## src/erpc_pkg.sv

```systemverilog
// Shared types, register codes and helpers for the empty rectangle placement counter.
package erpc_pkg;

    localparam int DEF_MAX_ROWS = 64;
    localparam int DEF_MAX_COLS = 64;
    localparam int CFG_W        = 7;
    localparam int RUN_W        = 7;
    localparam int TOTAL_W      = 14;
    localparam int APB_AW       = 4;
    localparam int APB_DW       = 32;
    localparam int QUEUE_DEPTH  = 2;

    localparam logic [RUN_W-1:0]   RUN_MAX   = 7'd127;
    localparam logic [TOTAL_W-1:0] TOTAL_MAX = 14'd16383;

    typedef enum logic [1:0] {
        REG_BUILDING_HEIGHT = 2'd0,
        REG_BUILDING_WIDTH  = 2'd1,
        REG_GRID_ROWS       = 2'd2,
        REG_GRID_COLS       = 2'd3
    } t_reg_idx;

    // Classification of one cell, handed from front to back.
    typedef struct packed {
        logic occupied;
        logic known;     // column entry was written earlier in this grid
        logic row_end;
        logic grid_end;
    } t_cell_flags;

    function automatic logic [RUN_W-1:0] sat_inc_run(input logic [RUN_W-1:0] v);
        return (v >= RUN_MAX) ? RUN_MAX : v + RUN_W'(1);
    endfunction

endpackage

```

## src/erpc_front.sv

```systemverilog
// Front end: accepts cells, tracks raster position and classifies each cell.
module erpc_front import erpc_pkg::*; #(
    parameter int MAX_ROWS = DEF_MAX_ROWS,
    parameter int MAX_COLS = DEF_MAX_COLS,
    localparam int CW  = (MAX_COLS > 1) ? $clog2(MAX_COLS) : 1,
    localparam int RW  = (MAX_ROWS > 1) ? $clog2(MAX_ROWS) : 1,
    localparam int CCW = CW + 1,
    localparam int CRW = RW + 1
) (
    input  logic              i_clk,
    input  logic              i_rst_n,
    input  logic              i_valid,
    output logic              o_stall,
    input  logic              i_occupied,
    input  logic [CFG_W-1:0]  i_grid_rows,
    input  logic [CFG_W-1:0]  i_grid_cols,
    input  logic              i_full,
    output logic              o_push,
    output t_cell_flags       o_flags,
    output logic [CW-1:0]     o_col
);

    logic [CW-1:0]  r_col, n_col;
    logic [RW-1:0]  r_row, n_row;
    logic [CCW-1:0] r_fill, n_fill;
    logic [CCW-1:0] cols, c_next;
    logic [CRW-1:0] rows, r_next;
    logic [CW-1:0]  c;
    logic           col_end, row_last;

    always_comb begin
        if (i_grid_cols == '0) begin
            cols = CCW'(1);
        end else if (int'(i_grid_cols) > MAX_COLS) begin
            cols = CCW'(MAX_COLS);
        end else begin
            cols = CCW'(i_grid_cols);
        end
        if (i_grid_rows == '0) begin
            rows = CRW'(1);
        end else if (int'(i_grid_rows) > MAX_ROWS) begin
            rows = CRW'(MAX_ROWS);
        end else begin
            rows = CRW'(i_grid_rows);
        end
    end

    always_comb begin
        if (int'(r_col) >= MAX_COLS) begin
            c = CW'(MAX_COLS - 1);
        end else begin
            c = r_col;
        end
        c_next   = {1'b0, c} + CCW'(1);
        r_next   = {1'b0, r_row} + CRW'(1);
        col_end  = (c_next >= cols);
        row_last = (r_next >= rows);

        o_stall          = i_full;
        o_push           = i_valid && !i_full;
        o_col            = c;
        o_flags.occupied = i_occupied;
        o_flags.known    = ({1'b0, c} < r_fill);
        o_flags.row_end  = col_end;
        o_flags.grid_end = col_end && row_last;

        n_col  = r_col;
        n_row  = r_row;
        n_fill = r_fill;
        if (o_push) begin
            n_fill = (c_next > r_fill) ? c_next : r_fill;
            if (col_end) begin
                n_col = '0;
                if (row_last) begin
                    n_row  = '0;
                    n_fill = '0;
                end else begin
                    n_row = r_next[RW-1:0];
                end
            end else begin
                n_col = c_next[CW-1:0];
            end
        end
    end

    always_ff @(posedge i_clk) begin
        if (!i_rst_n) begin
            r_col  <= '0;
            r_row  <= '0;
            r_fill <= '0;
        end else begin
            r_col  <= n_col;
            r_row  <= n_row;
            r_fill <= n_fill;
        end
    end

    a_fill_bound: assert property (@(posedge i_clk) disable iff (!i_rst_n)
        int'(r_fill) <= MAX_COLS)
        else $error("fill count past column capacity");

endmodule

```

## src/erpc_queue.sv

```systemverilog
// Two-entry queue between front and back ends.
module erpc_queue import erpc_pkg::*; #(
    parameter int MAX_COLS = DEF_MAX_COLS,
    localparam int CW = (MAX_COLS > 1) ? $clog2(MAX_COLS) : 1
) (
    input  logic          i_clk,
    input  logic          i_rst_n,
    input  logic          i_push,
    input  t_cell_flags   i_flags,
    input  logic [CW-1:0] i_col,
    output logic          o_full,
    output logic          o_valid,
    output t_cell_flags   o_flags,
    output logic [CW-1:0] o_col,
    input  logic          i_pop
);

    t_cell_flags   r_flags [QUEUE_DEPTH];
    logic [CW-1:0] r_cols  [QUEUE_DEPTH];
    logic          r_wr_ptr, r_rd_ptr;
    logic [1:0]    r_count;

    assign o_full  = (r_count == 2'(QUEUE_DEPTH));
    assign o_valid = (r_count != '0);
    assign o_flags = r_flags[r_rd_ptr];
    assign o_col   = r_cols[r_rd_ptr];

    always_ff @(posedge i_clk) begin
        if (i_push) begin
            r_flags[r_wr_ptr] <= i_flags;
            r_cols[r_wr_ptr]  <= i_col;
        end
    end

    always_ff @(posedge i_clk) begin
        if (!i_rst_n) begin
            r_wr_ptr <= 1'b0;
            r_rd_ptr <= 1'b0;
            r_count  <= '0;
        end else begin
            if (i_push) r_wr_ptr <= ~r_wr_ptr;
            if (i_pop)  r_rd_ptr <= ~r_rd_ptr;
            r_count <= r_count + 2'(i_push) - 2'(i_pop);
        end
    end

    a_no_overflow: assert property (@(posedge i_clk) disable iff (!i_rst_n)
        o_full && !i_pop |=> r_count == 2'(QUEUE_DEPTH))
        else $error("queue entry lost");

endmodule

```

## src/erpc_back.sv

```systemverilog
// Back end: column run memory, span tracking, total and result register.
module erpc_back import erpc_pkg::*; #(
    parameter int MAX_COLS = DEF_MAX_COLS,
    localparam int CW = (MAX_COLS > 1) ? $clog2(MAX_COLS) : 1
) (
    input  logic               i_clk,
    input  logic               i_rst_n,
    input  logic               i_q_valid,
    input  t_cell_flags        i_flags,
    input  logic [CW-1:0]      i_col,
    output logic               o_pop,
    input  logic [CFG_W-1:0]   i_height,
    input  logic [CFG_W-1:0]   i_width,
    output logic               o_valid,
    output logic [TOTAL_W-1:0] o_placement_count,
    input  logic               i_stall
);

    logic [RUN_W-1:0]   mem [MAX_COLS];

    logic               r_s_valid;
    t_cell_flags        r_s_flags;
    logic [CW-1:0]      r_s_col;
    logic [RUN_W-1:0]   r_rd_data;
    logic               r_byp;
    logic [RUN_W-1:0]   r_byp_val;
    logic [RUN_W-1:0]   r_up, n_up;
    logic [RUN_W-1:0]   r_rot, n_rot;
    logic [TOTAL_W-1:0] r_total, n_total;

    logic               s_done;
    logic               both;
    logic               add_up, add_rot;
    logic [RUN_W-1:0]   old_run, run, up_next, rot_next;
    logic [TOTAL_W:0]   sum;
    logic [TOTAL_W-1:0] total_next;

    always_comb begin
        s_done = r_s_valid && !(r_s_flags.grid_end && o_valid && i_stall);
        o_pop  = i_q_valid && (!r_s_valid || s_done);

        // a column not yet written in this grid starts from zero, even when
        // the forward path carries a run left over from the previous grid
        if (!r_s_flags.known) begin
            old_run = '0;
        end else if (r_byp) begin
            old_run = r_byp_val;
        end else begin
            old_run = r_rd_data;
        end
        run = r_s_flags.occupied ? '0 : sat_inc_run(old_run);

        both     = (i_height != '0) && (i_width != '0);
        up_next  = (both && run >= i_height) ? sat_inc_run(r_up)  : '0;
        rot_next = (both && run >= i_width)  ? sat_inc_run(r_rot) : '0;
        add_up   = both && (up_next >= i_width);
        add_rot  = both && (i_height != i_width) && (rot_next >= i_height);

        sum = {1'b0, r_total} + (TOTAL_W+1)'(add_up) + (TOTAL_W+1)'(add_rot);
        total_next = (sum > {1'b0, TOTAL_MAX}) ? TOTAL_MAX : sum[TOTAL_W-1:0];

        n_up    = r_up;
        n_rot   = r_rot;
        n_total = r_total;
        if (s_done) begin
            n_up    = r_s_flags.row_end ? '0 : up_next;
            n_rot   = r_s_flags.row_end ? '0 : rot_next;
            n_total = r_s_flags.grid_end ? '0 : total_next;
        end
    end

    // Column run memory: one read on pop, one write on completion.
    always_ff @(posedge i_clk) begin
        if (s_done) begin
            mem[r_s_col] <= run;
        end
        if (o_pop) begin
            r_rd_data <= mem[i_col];
            r_s_flags <= i_flags;
            r_s_col   <= i_col;
            r_byp     <= s_done && (r_s_col == i_col);
            r_byp_val <= run;
        end
        if (s_done && r_s_flags.grid_end) begin
            o_placement_count <= total_next;
        end
    end

    always_ff @(posedge i_clk) begin
        if (!i_rst_n) begin
            r_s_valid <= 1'b0;
            r_up      <= '0;
            r_rot     <= '0;
            r_total   <= '0;
            o_valid   <= 1'b0;
        end else begin
            r_up    <= n_up;
            r_rot   <= n_rot;
            r_total <= n_total;
            if (o_pop) begin
                r_s_valid <= 1'b1;
            end else if (s_done) begin
                r_s_valid <= 1'b0;
            end
            if (s_done && r_s_flags.grid_end) begin
                o_valid <= 1'b1;
            end else if (!i_stall) begin
                o_valid <= 1'b0;
            end
        end
    end

    a_result_posted: assert property (@(posedge i_clk) disable iff (!i_rst_n)
        s_done && r_s_flags.grid_end |=> o_valid && o_placement_count == $past(total_next))
        else $error("grid total not posted");

    a_total_cleared: assert property (@(posedge i_clk) disable iff (!i_rst_n)
        s_done && r_s_flags.grid_end |=> r_total == '0 && r_up == '0 && r_rot == '0)
        else $error("grid state not cleared at grid end");

    a_bypass_live: assert property (@(posedge i_clk) disable iff (!i_rst_n)
        o_pop && s_done && r_s_col == i_col |=> r_byp && r_s_valid)
        else $error("column forward missed");

endmodule

```

## src/empty_rectangle_placement_count_top.sv

```systemverilog
// Top level: configuration registers, front end, queue and back end of the placement counter.
// Throughput: one cell per cycle unless the queue or result channel stalls; the column run
//   memory is read once and written once per cell, and a forward path covers a cell that
//   follows one in the same column. The total passes the queue, stage and result registers.
// Reset: synchronous, active low; clears positions, spans, total, queue and result valid.
// The column run memory is not swept: a fill count in the front end marks written columns,
//   so the block accepts cells as soon as reset is released.
module empty_rectangle_placement_count_top import erpc_pkg::*; #(
    parameter int MAX_ROWS = DEF_MAX_ROWS,
    parameter int MAX_COLS = DEF_MAX_COLS,
    localparam int CW = (MAX_COLS > 1) ? $clog2(MAX_COLS) : 1
) (
    input  logic               i_clk,
    input  logic               i_rst_n,
    // cell input channel
    input  logic               i_valid,
    output logic               o_stall,
    input  logic               i_occupied,
    // result channel
    output logic               o_valid,
    input  logic               i_stall,
    output logic [TOTAL_W-1:0] o_placement_count,
    // configuration port
    input  logic               psel,
    input  logic               penable,
    input  logic               pwrite,
    input  logic [APB_AW-1:0]  paddr,
    input  logic [APB_DW-1:0]  pwdata,
    output logic [APB_DW-1:0]  prdata,
    output logic               pready
);

    // Config registers: user writes them only with no grid transaction in flight; unenforced.
    logic [CFG_W-1:0] r_height, r_width, r_grid_rows, r_grid_cols;
    t_reg_idx         reg_idx;
    logic             cfg_write;

    assign pready    = 1'b1;
    assign reg_idx   = t_reg_idx'(paddr[3:2]);
    assign cfg_write = psel && penable && pwrite && pready;

    always_ff @(posedge i_clk) begin
        if (!i_rst_n) begin
            r_height    <= CFG_W'(1);
            r_width     <= CFG_W'(1);
            r_grid_rows <= CFG_W'(64);
            r_grid_cols <= CFG_W'(64);
        end else if (cfg_write) begin
            case (reg_idx)
                REG_BUILDING_HEIGHT: r_height    <= pwdata[CFG_W-1:0];
                REG_BUILDING_WIDTH:  r_width     <= pwdata[CFG_W-1:0];
                REG_GRID_ROWS:       r_grid_rows <= pwdata[CFG_W-1:0];
                REG_GRID_COLS:       r_grid_cols <= pwdata[CFG_W-1:0];
                default: ;
            endcase
        end
    end

    always_comb begin
        case (reg_idx)
            REG_BUILDING_HEIGHT: prdata = APB_DW'(r_height);
            REG_BUILDING_WIDTH:  prdata = APB_DW'(r_width);
            REG_GRID_ROWS:       prdata = APB_DW'(r_grid_rows);
            REG_GRID_COLS:       prdata = APB_DW'(r_grid_cols);
            default:             prdata = '0;
        endcase
    end

    // Front end -> queue -> back end
    logic          f_push, q_full, q_valid, q_pop;
    t_cell_flags   f_flags, q_flags;
    logic [CW-1:0] f_col, q_col;

    erpc_front #(
        .MAX_ROWS (MAX_ROWS),
        .MAX_COLS (MAX_COLS)
    ) u_front (
        .i_clk       (i_clk),
        .i_rst_n     (i_rst_n),
        .i_valid     (i_valid),
        .o_stall     (o_stall),
        .i_occupied  (i_occupied),
        .i_grid_rows (r_grid_rows),
        .i_grid_cols (r_grid_cols),
        .i_full      (q_full),
        .o_push      (f_push),
        .o_flags     (f_flags),
        .o_col       (f_col)
    );

    erpc_queue #(
        .MAX_COLS (MAX_COLS)
    ) u_queue (
        .i_clk   (i_clk),
        .i_rst_n (i_rst_n),
        .i_push  (f_push),
        .i_flags (f_flags),
        .i_col   (f_col),
        .o_full  (q_full),
        .o_valid (q_valid),
        .o_flags (q_flags),
        .o_col   (q_col),
        .i_pop   (q_pop)
    );

    erpc_back #(
        .MAX_COLS (MAX_COLS)
    ) u_back (
        .i_clk             (i_clk),
        .i_rst_n           (i_rst_n),
        .i_q_valid         (q_valid),
        .i_flags           (q_flags),
        .i_col             (q_col),
        .o_pop             (q_pop),
        .i_height          (r_height),
        .i_width           (r_width),
        .o_valid           (o_valid),
        .o_placement_count (o_placement_count),
        .i_stall           (i_stall)
    );

endmodule

```

## config.mk

```make
export PLATFORM = sky130hd
export DESIGN_NAME = empty_rectangle_placement_count_top
export DESIGN_NICKNAME = d
export VERILOG_FILES = /design/src/erpc_pkg.sv /design/src/erpc_front.sv /design/src/erpc_queue.sv /design/src/erpc_back.sv /design/src/empty_rectangle_placement_count_top.sv
export SDC_FILE = /design/constraint.sdc
export NUM_CORES = 1
export LEC_CHECK = 0
export BUFFER_PORTS_ARGS = -buffer_cell sky130_fd_sc_hd__buf_2
export CORE_MARGIN = 2
export CORE_UTILIZATION = 43
export DETAILED_ROUTE_END_ITERATION = 8
export GPL_ROUTABILITY_DRIVEN = 1
export SLEW_MARGIN = 20
export SYNTH_ARGS = -nofsm -noshare
export SYNTH_HDL_FRONTEND = slang
export SYNTH_SLANG_ARGS = --single-unit
```

## constraint.sdc

```tcl
create_clock -name i_clk -period 17.3 [get_ports i_clk]
set_input_delay 2.595 -clock i_clk [delete_from_list [all_inputs] [get_ports i_clk]]
set_output_delay 2.595 -clock i_clk [all_outputs]
set_load 0.02 [all_outputs]
```

After elaboration in Yosys (flattened, before gate mapping). Memories as Yosys holds them, arrays and structs flattened. A register that Yosys moved wholly into a read port is not among the register bits. Cells that the tools add are included.

Word-level logic and storage cells: 118. Flip-flop bits (word level): 109. Memory bits (writable): 468. Bits of input ports: 44. Memories kept: 3.

Memories: u_back.mem (depth 64, bits a word 7, rd ports 1, clocked after Yosys merged registers in 1, wr ports 1, line erpc_back.sv:19) `logic [RUN_W-1:0] mem [MAX_COLS];`; u_queue.r_cols (depth 2, bits a word 6, rd ports 1, clocked after Yosys merged registers in 1, wr ports 1, line erpc_queue.sv:19) `logic [CW-1:0] r_cols [QUEUE_DEPTH];`; u_queue.r_flags (depth 2, bits a word 4, rd ports 1, clocked after Yosys merged registers in 1, wr ports 1, line erpc_queue.sv:18) `t_cell_flags r_flags [QUEUE_DEPTH];`.

Equality and inequality tests: 7. Add/sub/neg operators: 9. Reductions and logical operators: 32. Magnitude comparators: 14. Multiplexer cells: 32. Bitwise operators: 2.

Operators with widths (count): one-hot mux 32 bit (4 select lines) (1); two-way mux 7 bit (17); >= comparator 7 bit (6); two-way mux 14 bit (2); adder 7 x 1 -> 7 bit (second input constant) (3); >= comparator 7 bit (second input constant) (3); logical AND 1 bit (16); adder 14 x 1 -> 15 bit (1); adder 15 x 1 -> 15 bit (1); greater-than comparator 15 x 14 -> 1 bit (second input constant) (1); adder 6 x 1 -> 7 bit (second input constant) (2); greater-than comparator 7 bit (second input constant) (2); zero test 7 bit (2); nonzero test 7 bit (2); two-way mux 6 bit (2); two-way mux 1 bit (10); AND reduction 2 bit (5); greater-than comparator 7 bit (1); less-than comparator 6 x 7 -> 1 bit (1); != test 7 bit (1); equality test 2 bit (second input constant) (3); equality test 6 bit (1); nonzero test 2 bit (2); zero test 1 bit (3); other kinds (7) (8).

Logic depth before layout (Yosys ltp). Gate-level depths: netlist of run 1.

Depth in word-level cells: 15. Mapped depth: 32. Gate-level depth less buffers: 30.

Hierarchy. A second synthesis of run 1 with hierarchy kept.

Cells, all modules: 1642. Area, all modules: 25589.5 µm².

Modules (own cells, without submodules): erpc_back (area an instance 21391.8 µm², cells an instance 1239, times used 1); erpc_front (area an instance 1764.2 µm², cells an instance 209, times used 1); empty_rectangle_placement_count_top (area an instance 1487.7 µm², cells an instance 142, times used 1); erpc_queue (area an instance 945.9 µm², cells an instance 52, times used 1).

Worst setup path after synthesis of run 1. OpenSTA, ideal clock, no wires.

Path type: reg-to-reg. From: register u_back.r_byp. To: register u_back.r_total[3]. Data arrival time: 7.759 ns. Cell stages (with the launch flop): 32. Clock period less this slack: 7.877 ns. Setup slack: 9.423 ns. Cells stage by stage: edfxtp_1 -> buf_2 -> mux2_2 -> nand2_1 -> nor4_1 -> nand3_1 -> a21oi_1 -> ha_1 -> a21oi_1 -> nor2_1 -> a211oi_1 -> o31a_1 -> or2_2 -> clkbuf_1 -> nand2b_1 -> ha_1 -> nand2b_1 -> a21oi_1 -> nor2b_1 -> o21ai_0 -> a21oi_1 -> o21ai_0 -> a21oi_1 -> fa_1 -> ha_1 -> and3_1 -> nand3_1 -> nor3_2 -> nand4_1 -> clkbuf_1 -> a21oi_1 -> o221a_2.

Longest elaborated chain between the ends: 15. Elaborated cells between the ends (all ways): 21.

Ends and longest elaborated chain: start, declared (line erpc_back.sv:25) `logic r_byp;`; start signal, assigned (line erpc_back.sv:81) `r_byp <= s_done && (r_s_col == i_col);`; two-way mux 7 bit * (line erpc_back.sv:46) `end else if (r_byp) begin`; two-way mux 7 bit * (line erpc_back.sv:44) `if (!r_s_flags.known) begin`; adder 7 x 1 -> 7 bit or >= comparator 7 bit (tied branches) (line erpc_pkg.sv:32) `return (v >= RUN_MAX) ? RUN_MAX : v + RUN_W'(1);`; two-way mux 7 bit * (line erpc_pkg.sv:32); two-way mux 7 bit * (line erpc_back.sv:51) `run = r_s_flags.occupied ? '0 : sat_inc_run(old_run);`; net u_back.run[4] (line erpc_back.sv:34) `logic [RUN_W-1:0] old_run, run, up_next, rot_next;`; >= comparator 7 bit (line erpc_back.sv:54) `up_next = (both && run >= i_height) ? sat_inc_run(r_up) : '0;`; logical AND 1 bit (line erpc_back.sv:54); two-way mux 7 bit (line erpc_back.sv:54); >= comparator 7 bit (line erpc_back.sv:56) `add_up = both && (up_next >= i_width);`; logical AND 1 bit (line erpc_back.sv:56); adder 14 x 1 -> 15 bit (line erpc_back.sv:59) `sum = {1'b0, r_total} + (TOTAL_W+1)'(add_up) + (TOTAL_W+1)'(add_rot);`; adder 15 x 1 -> 15 bit * (line erpc_back.sv:59); greater-than comparator 15 x 14 -> 1 bit (line erpc_back.sv:60) `total_next = (sum > {1'b0, TOTAL_MAX}) ? TOTAL_MAX : sum[TOTAL_W-1:0];`; two-way mux 14 bit * (line erpc_back.sv:60); two-way mux 14 bit * (line erpc_back.sv:68) `n_total = r_s_flags.grid_end ? '0 : total_next;`; end signal, assigned (line erpc_back.sv:99) `r_total <= n_total;`; end, declared (line erpc_back.sv:29) `logic [TOTAL_W-1:0] r_total, n_total;`.

The timed path passes the listed nets; every way through them passes the cells marked *. A chain may end at the register's enable or synchronous reset.

Worst setup path in the final report of run 1.
From: register u_back.r_byp. To: register u_back.r_total[11].

Longest elaborated chain between the ends: 15. Elaborated cells between the ends (all ways): 21.

Ends and longest elaborated chain (line): two-way mux 7 bit * (erpc_back.sv:46); two-way mux 7 bit * (erpc_back.sv:44); adder 7 x 1 -> 7 bit or >= comparator 7 bit (tied branches) (erpc_pkg.sv:32); two-way mux 7 bit * (erpc_pkg.sv:32); two-way mux 7 bit * (erpc_back.sv:51); >= comparator 7 bit (erpc_back.sv:54); logical AND 1 bit (erpc_back.sv:54); two-way mux 7 bit (erpc_back.sv:54); >= comparator 7 bit (erpc_back.sv:56); logical AND 1 bit (erpc_back.sv:56); adder 14 x 1 -> 15 bit (erpc_back.sv:59); adder 15 x 1 -> 15 bit * (erpc_back.sv:59); greater-than comparator 15 x 14 -> 1 bit (erpc_back.sv:60); two-way mux 14 bit * (erpc_back.sv:60); two-way mux 14 bit * (erpc_back.sv:68).

Every way passes the cells marked *; elsewhere a longest branch is shown, timed or not.

==> results of run 1 <==
sequential cells by signal, indices dropped and copies added (netlist names), 4 cells and up, named ones only:
| name | count |
|---|---|
| u_queue.r_flags | 8 |
| u_front.r_fill | 7 |
| u_back.r_s_col | 6 |
| r_width | 7 |
| u_back.r_s_flags | 4 |
| u_back.r_rot | 7 |
| u_front.o_col | 6 |
| u_front.r_row | 6 |
| u_back.r_byp_val | 7 |
| u_back.mem | 448 |
| r_height | 7 |
| u_back.r_rd_data | 7 |
| r_grid_rows | 7 |
| u_back.r_up | 7 |
| u_back.r_total | 14 |
| r_grid_cols | 7 |
| u_queue.r_cols | 12 |
| u_back.o_placement_count | 14 |
report_power, final:
part	internal (mW)	total, mW	switching [mW]	leakage [nW]
Sequential	1.79	1.87	0.0727	5.34
Clock	0.823	1.38	0.561	1.03
Combinational	0.489	1.52	1.04	4.55
Total	3.10	4.77	1.67	10.9
worst max-delay path: cells and delay by family (launching register included):
kind | cells | cell delay (ps)
and+or+nand+nor | 15 | 3580
AOI/OAI and AO/OA | 9 | 1950
adders and majority gates | 4 | 1170
DFF | 1 | 560
muxes | 1 | 300
layout by cell type (no fill, tap or decap), types with 17 or more instances in the layout:
| master | count |
|---|---|
| a21oi_1 | 149 |
| a22oi_1 | 137 |
| a31oi_1 | 22 |
| and2_1 | 97 |
| buf_2 | 39 |
| buf_4 | 19 |
| clkbuf_1 | 17 |
| clkbuf_16 | 69 |
| conb_1 | 26 |
| dfxtp_1 | 82 |
| edfxtp_1 | 507 |
| ha_1 | 62 |
| inv_1 | 138 |
| mux2i_1 | 32 |
| nand2_1 | 82 |
| nand2b_1 | 277 |
| nand3_1 | 26 |
| nand4_1 | 23 |
| nor2_1 | 130 |
| nor2b_1 | 44 |
| nor3_1 | 50 |
| nor4_1 | 18 |
| o21ai_0 | 274 |
| o22ai_1 | 104 |
| xnor2_1 | 23 |
layer usage:
metal / part of all wire [%] / track usage (%) / vias to the layer above
li1: - / - / 9656
met1: 43 / 29.2 / 10384
met2: 49 / 37.2 / 596
met3: 5.8 / 3.72 / 125
met4: 2.4 / 6.40 / 0
met5: 0 / 0 / -
layout make-up:
cell class / instances / share of cell area (%)
clock inverter: 27 / 0.850
timing repair buffer: 61 / 1.24
sequential: 589 / 52.6
antenna: 1 / 0.00780
tap: 873 / 3.40
multi-input combinational: 1775 / 34.5
inverter: 140 / 1.64
clock buffer: 90 / 5.75
logic make-up (layout without fill, tap and decap cells):
family,count (synthesis),after routing,share of synthesized area (%)
simple gates,831,831,15.9
compound gates,771,771,15.7
flops,589,589,57.9
buf+inv,323,318,4.71
fa+ha+maj,63,63,2.73
mux,48,48,1.99
xor+xnor,36,36,1.08
other cells,2,27,0.0258
final timing paths:
check,endpoint,slack [ps],depth (start not counted)
max reg2reg,u_back.r_total[11]$_SDFFE_PN0P_,9650,29
max,u_back.r_total[11]$_SDFFE_PN0P_,9650,29
min reg2reg,u_front.r_fill[1]$_SDFFE_PN0P_,470,2
min,u_front.r_fill[1]$_SDFFE_PN0P_,470,2
==> results.cfg, run 1 <==
[outcome]
status = finished clean

[drt]
drt_iter0_markers = 1690
via_count = 20761
ant_nets = 0
dr.pass1.iters = 6
wl_per_cell_um = 21.8
drc = 0
drt-total-wl_mm = 77.6
routed_via_density = 5.84

[synthesis]
synth_ff_type = edfxtp_1
synth_area_leaders = edfxtp_1 52%, nand2b_1 5.9%, dfxtp_1 5.6%
synth_top_cell_by_area = edfxtp_1
ys_seq_elements = 589
synth_seq_area_share_pct = 57.9
synthTopCellsByCount = 507 x edfxtp_1, 277 x nand2b_1, 274 x o21ai_0
ys_async_sr_fraction_pct = 0
netlist-cell-type-count = 73
synth.cell_area_um2 = 29100
syn_area_per_cell_um2 = 10.9
yosys.area.top_type_share_pct = 52.3
yosysMostFrequentCell = edfxtp_1
synth_edf_count = 507
syn_inst = 2663
ys_warn_count = 0

[pwr]
leakagePower_nw = 10.9
ir_worst_vdd_v = 0.000148
p_total_mw = 4.77
power_density_nw_per_um2 = 149

[clock_network]
cts-buffers-inserted = 67
postCtsSetupBuffers = 0
postCtsHoldBufs = 0
cts.sinks = 589
htree_num_levels = 3
cts_resized = 0
cts_root_buf = clkbuf_16
clk_pin_slew_ps = 60
clock_latency_ps = 600
cts_tree = built
clk_path_buf_depth = 3

[worst_setup_path]
crit_start = u_back.r_byp$_DFFE_PP_
cp-start-kind = register
path_class = register to register
required_ps = 17820
r2r-start = u_back.r_byp$_DFFE_PP_
critPathMaxFanout = 19
end_kind = register
critPathMaxStageDelay_ps = 670
crit_arrival_ps = 8170
slowest_stage = nand4_1

[die]
initial_core_util_pct = 43.4
die_area_um2 = 69800
die_w_um = 264
io_pins = 93
rows = 95
fp.coreArea_um2 = 67200
die_h_um = 264

[global_route]
grt_max_degree = 183
grt_pass1_vias = 20359
antenna_found_initial = 1
grt.total_usage_pct = 22.0
grt_overflow_total = 0
grt_pass1_wl_mm = 119

[timing]
fin_crit_sh_pct = 44.2
slew_viol_final = 0
setup_violations = 0
fmax_ghz = 0.131
tightest_slew_ps = 1070
whs_ps = 471
finalClockSkew_ps = 23.9
slew_headroom_pct = 28.6
period_minus_slack_ps = 7650
setup_tns_ps = 0
worst_slack_ps = 9650
rsz0062_at_grt = false
hold_viol = 0

[layout]
finalNonFillerCells = 3556
syn2layout_area_growth_pct = 10.1
drive_above_1_share_pct = 7.76
stdcell_area_um2 = 32100
multi_input_area_um2 = 11100
utilization_pct = 47.8
nets = 2741
nFillCells = 5986
seq_area_um2 = 16900

[hold_path]
worstHoldStart = u_front.r_fill[1]$_SDFFE_PN0P_
hp-class = register to register

[placement]
place_hpwl_mm = 45.4
dp_cells = 3438
placed_cell_area_um2 = 30000
portBuffers = 39
gp_congestion = 0.821
pre_cts_slack_ps = 9580

[flow_run]
cap_violations = 0
Power figures use the tool's default switching activity.
==> run 2, diff against run 1 <==
clock period = 6.6 ns   (was 17.3 ns; I/O delays follow)
==> results.cfg, run 2 (synthesized netlist as in run 1, its figures left out) <==
[clock_network]
postCtsHoldBufs = 0
clock_latency_ps = 600
htree_num_levels = 3
clk_path_buf_depth = 3
cts.sinks = 589
cts_root_buf = clkbuf_16
cts_tree = built
cts-buffers-inserted = 66
clk_pin_slew_ps = 60

[timing]
fmax_ghz = 0.163
slew_headroom_pct = 22.7
rsz0062_at_grt = false
fin_crit_sh_pct = 92.9
setup_violations = 0
hold_viol = 0
tightest_slew_ps = 1150
setup_tns_ps = 0
slew_viol_final = 0
worst_slack_ps = 469
finalClockSkew_ps = 20.4
whs_ps = 469
period_minus_slack_ps = 6130

[die]
io_pins = 93
initial_core_util_pct = 43.4
fp.coreArea_um2 = 67200
die_w_um = 264
die_h_um = 264
rows = 95
die_area_um2 = 69800

[worst_setup_path]
path_delay_family = simple AND/OR/NAND/NOR gates
path_class = register to register
cp-start-kind = register
slowest_stage = edfxtp_1
required_ps = 7150
critPathBufInv = 2
cpMostUsedCell = a21oi_1
end_kind = register
critPathMaxFanout = 8
critPathMaxStageDelay_ps = 470
crit_arrival_ps = 6680

[pwr]
power_density_nw_per_um2 = 388
leakagePower_nw = 11.1
ir_worst_vdd_v = 0.000287

[drt]
drt_iter0_markers = 1714
via_count = 20753
routed_via_density = 5.80
drc = 0
dr.pass1.iters = 5
ant_nets = 0
drt-total-wl_mm = 78.5
wl_per_cell_um = 21.9

[layout]
multi_input_area_um2 = 11100
seq_area_um2 = 16900
top_register = u_back.mem
largestRegisters = u_back.mem (448), u_back.o_placement_count (14), u_back.r_total (14)
final_cell_mix = 507 x edfxtp_1, 277 x nand2b_1, 273 x o21ai_0, 149 x a21oi_1, 138 x inv_1
num_antenna_cells = 0
nFillCells = 5977
drive_above_1_share_pct = 8.57
largest_register_ffs = 448
utilization_pct = 48.1
final_common_cell = edfxtp_1
syn2layout_area_growth_pct = 10.8
finalNonFillerCells = 3579
nets = 2760

[global_route]
grt_pass1_vias = 20184
grt_overflow_total = 0
grt_pass1_wl_mm = 120
grt_max_degree = 226
grt.total_usage_pct = 22.1
antenna_found_initial = 0

[placement]
place_hpwl_mm = 44.9
dp_cells = 3447
gp_congestion = 0.812
portBuffers = 39
pre_cts_slack_ps = 235

[hold_path]
hp-class = register to register

[outcome]
status = finished clean

[flow_run]
cap_violations = 0
## run 2: metal layers
metal | routed length [um] | vias to the layer above | global-route usage, %
met5 | 0 | - | 0
met4 | 1760 | 0 | 6.74
met3 | 5470 | 126 | 3.70
met2 | 37900 | 690 | 37.2
met1 | 33300 | 10248 | 29.4
li1 | - | 9689 | -
## run 2: worst paths after layout
path | startpoint | endpoint | slack, ps | cells past startpoint
worst max-delay path | u_back.r_byp$_DFFE_PP_ | u_back.r_total[4]$_SDFFE_PN0P_ | 470 | 30
worst min register to register | u_front.r_fill[2]$_SDFFE_PN0P_ | u_front.r_fill[2]$_SDFFE_PN0P_ | 470 | 2
worst max register to register | u_back.r_byp$_DFFE_PP_ | u_back.r_total[4]$_SDFFE_PN0P_ | 470 | 30
worst min-delay path | u_front.r_fill[2]$_SDFFE_PN0P_ | u_front.r_fill[2]$_SDFFE_PN0P_ | 470 | 2
## run 2: final cells by class
class / count / area share [%]
sequential: 589 / 52.3
clock buffer: 88 / 5.70
inverter: 140 / 1.63
tap: 873 / 3.38
clock inverter: 33 / 0.795
multi-input combinational: 1775 / 34.5
timing repair buffer: 81 / 1.76
## run 2: per-stage QoR
step / power [mW] / area, um^2
after floorplan: 7.60 / 29300
after global placement: 8.85 / 30000
after detailed placement: 8.93 / 30100
after CTS: 12.5 / 32200
after global routing: 13.1 / 32300
final: 12.5 / 32300
## run 2: worst min-delay path, delay by kind of cell (launching register included)
| kind | cells | cell delay [ps] |
|---|---|---|
| AOI/OAI and AO/OA | 1 | 60 |
| and+or+nand+nor | 1 | 50 |
| DFF | 1 | 300 |
## run 2: what timing repair did
item | 4_1_cts | 5_1_grt
setup buffers | 0 | 11
hold endpoints to repair | 0 | 0
setup endpoints to repair | 0 | 24
gates resized for setup | 0 | 10
## run 2: power by group
part | switching [mW] | total (mW) | internal (mW)
sequential | 0.175 | 4.87 | 4.70
clock | 1.48 | 3.60 | 2.12
combinational | 2.73 | 4.05 | 1.32
total | 4.38 | 12.5 | 8.14
==> run 3, diff against run 2 <==
==> constraint.sdc (replaced) <==
create_clock -name i_clk -period 5.55 [get_ports i_clk]
set_input_delay 1.3875 -clock i_clk [delete_from_list [all_inputs] [get_ports i_clk]]
set_output_delay 1.3875 -clock i_clk [all_outputs]
set_load 0.02 [all_outputs]
==> results.cfg, run 3 (synthesized netlist as in run 1, its figures left out) <==
[die]
fp.coreArea_um2 = 67200
die_h_um = 264
io_pins = 93
initial_core_util_pct = 43.4
rows = 95
die_w_um = 264
die_area_um2 = 69800

[drt]
drt_iter0_markers = 1884
via_count = 21015
wl_per_cell_um = 21.8
routed_via_density = 5.83
ant_nets = 0
dr.pass1.iters = 5
drt-total-wl_mm = 78.7
drc = 0

[timing]
fin_crit_sh_pct = 103
setup_tns_ps = -2670
rsz0062_at_grt = true
slew_viol_final = 0
worst_slack_ps = -192
hold_viol = 0
period_minus_slack_ps = 5740
finalClockSkew_ps = 15.6
fmax_ghz = 0.174
tightest_slew_ps = 1130
setup_violations = 24
slew_headroom_pct = 24.9

[pwr]
power_density_nw_per_um2 = 472
p_total_mw = 15.5
leakagePower_nw = 11.3
ir_worst_vdd_v = 0.000352

[clock_network]
cts.sinks = 589
clk_path_buf_depth = 3
cts_root_buf = clkbuf_16
clk_pin_slew_ps = 60
cts-buffers-inserted = 66
clock_latency_ps = 600
htree_num_levels = 3
cts_tree = built

[placement]
dp_cells = 3476
pre_cts_slack_ps = -201
portBuffers = 39
placed_cell_area_um2 = 30500
place_hpwl_mm = 46.6
gp_congestion = 0.883

[worst_setup_path]
required_ps = 6040
critPathMaxStageDelay_ps = 510
path_class = register to register
cpMostUsedCell = buf_4
end_kind = register
critPathMaxFanout = 8
cp-start-kind = register
slowest_stage = edfxtp_1
rrSetupSlack_ps = -190
crit_arrival_ps = 6230

[layout]
top_register = u_back.mem
largest_register_ffs = 448
largestRegisters = u_back.mem (448), u_back.o_placement_count (14), u_back.r_total (14)
syn2layout_area_growth_pct = 13.1
drive_above_1_share_pct = 11.3
final_common_cell = edfxtp_1
stdcell_area_um2 = 32900
num_antenna_cells = 0
final_cell_mix = 507 x edfxtp_1, 270 x nand2b_1, 269 x o21ai_0, 139 x a21oi_1, 138 x inv_1
nets = 2790
finalNonFillerCells = 3604

[global_route]
grt_overflow_total = 0
antenna_found_initial = 1
grt_pass1_vias = 20739
grt.total_usage_pct = 22.2
grt_max_degree = 137
grt_pass1_wl_mm = 121

[outcome]
status = finished, violations left
violations = setup timing

[hold_path]
hp-class = register to register

[flow_run]
cap_violations = 0
[run 3: changes by cell type in the layout (fill, tap and decap cells not counted), moves of 6 or more]
cell / change
ha_4: +7
nand2b_1: -7
ha_1: -7
nand2b_4: +7
buf_6: +6
a21oi_2: +9
buf_4: +20
a21oi_1: -10
clkinv_2: -7
nand2_1: -7
clkbuf_1: -7
[run 3: routing by layer]
layer  global-route usage (%)  share of wire, %  up-vias
li1                         -                 -     9740
met1                     29.5                43    10443
met2                     37.3                48      704
met3                     3.33               6.4      128
met4                     6.89               2.5        0
met5                        0                 0        -
[run 3: final timing paths]
path                                                startpoint  cells past startpoint                             end
worst max register to register          u_back.r_byp$_DFFE_PP_                     30  u_back.r_total[5]$_SDFFE_PN0P_
worst min-delay path            u_front.r_fill[6]$_SDFFE_PN0P_                      2  u_front.r_fill[6]$_SDFFE_PN0P_
worst max-delay path                    u_back.r_byp$_DFFE_PP_                     30  u_back.r_total[5]$_SDFFE_PN0P_
worst min register to register  u_front.r_fill[6]$_SDFFE_PN0P_                      2  u_front.r_fill[6]$_SDFFE_PN0P_
[run 3: worst max-delay path, delay by kind of cell, from the launching register on]
family          cells  cell delay, ps
compound gates      8            1250
fa+ha+maj           4            1200
buf+inv             4             580
flops               1             510
mux                 2             500
simple gates       12            1580
[run 3: timing repair]
item | 4_1_cts | 5_1_grt
hold buffers | 0 | 0
buffers inserted | 3 | 8
pin swaps | 10 | 32
gates resized for setup | 5 | 41
endpoints found under the hold margin | 0 | 0
gates cloned | 0 | 1
endpoints found under the setup margin | 18 | 28
[run 3: per-stage QoR]
| step | utilization [%] | hold slack (ps) |
|---|---|---|
| 6_report | 49.0 | 474 |
| 5_1_grt | 49.0 | 495 |
| 3_5_place_dp | 45.4 | 466 |
| 2_1_floorplan | - | 444 |
| 3_3_place_gp | 45.4 | 457 |
| 4_1_cts | 48.6 | 474 |
[run 3: cell type report]
cell class | count | area (um^2)
inverter | 140 | 526
timing repair buffer | 111 | 871
multi-input combinational | 1775 | 11500
fill | 5845 | 34200
tap | 873 | 1090
clock inverter | 33 | 324
sequential | 589 | 16900
clock buffer | 83 | 1810
[run 3: report_power, final]
| part | internal, mW | switching [mW] | total [mW] |
|---|---|---|---|
| logic | 1.94 | 3.43 | 5.37 |
| registers | 5.59 | 0.226 | 5.81 |
| clock network | 2.55 | 1.80 | 4.35 |
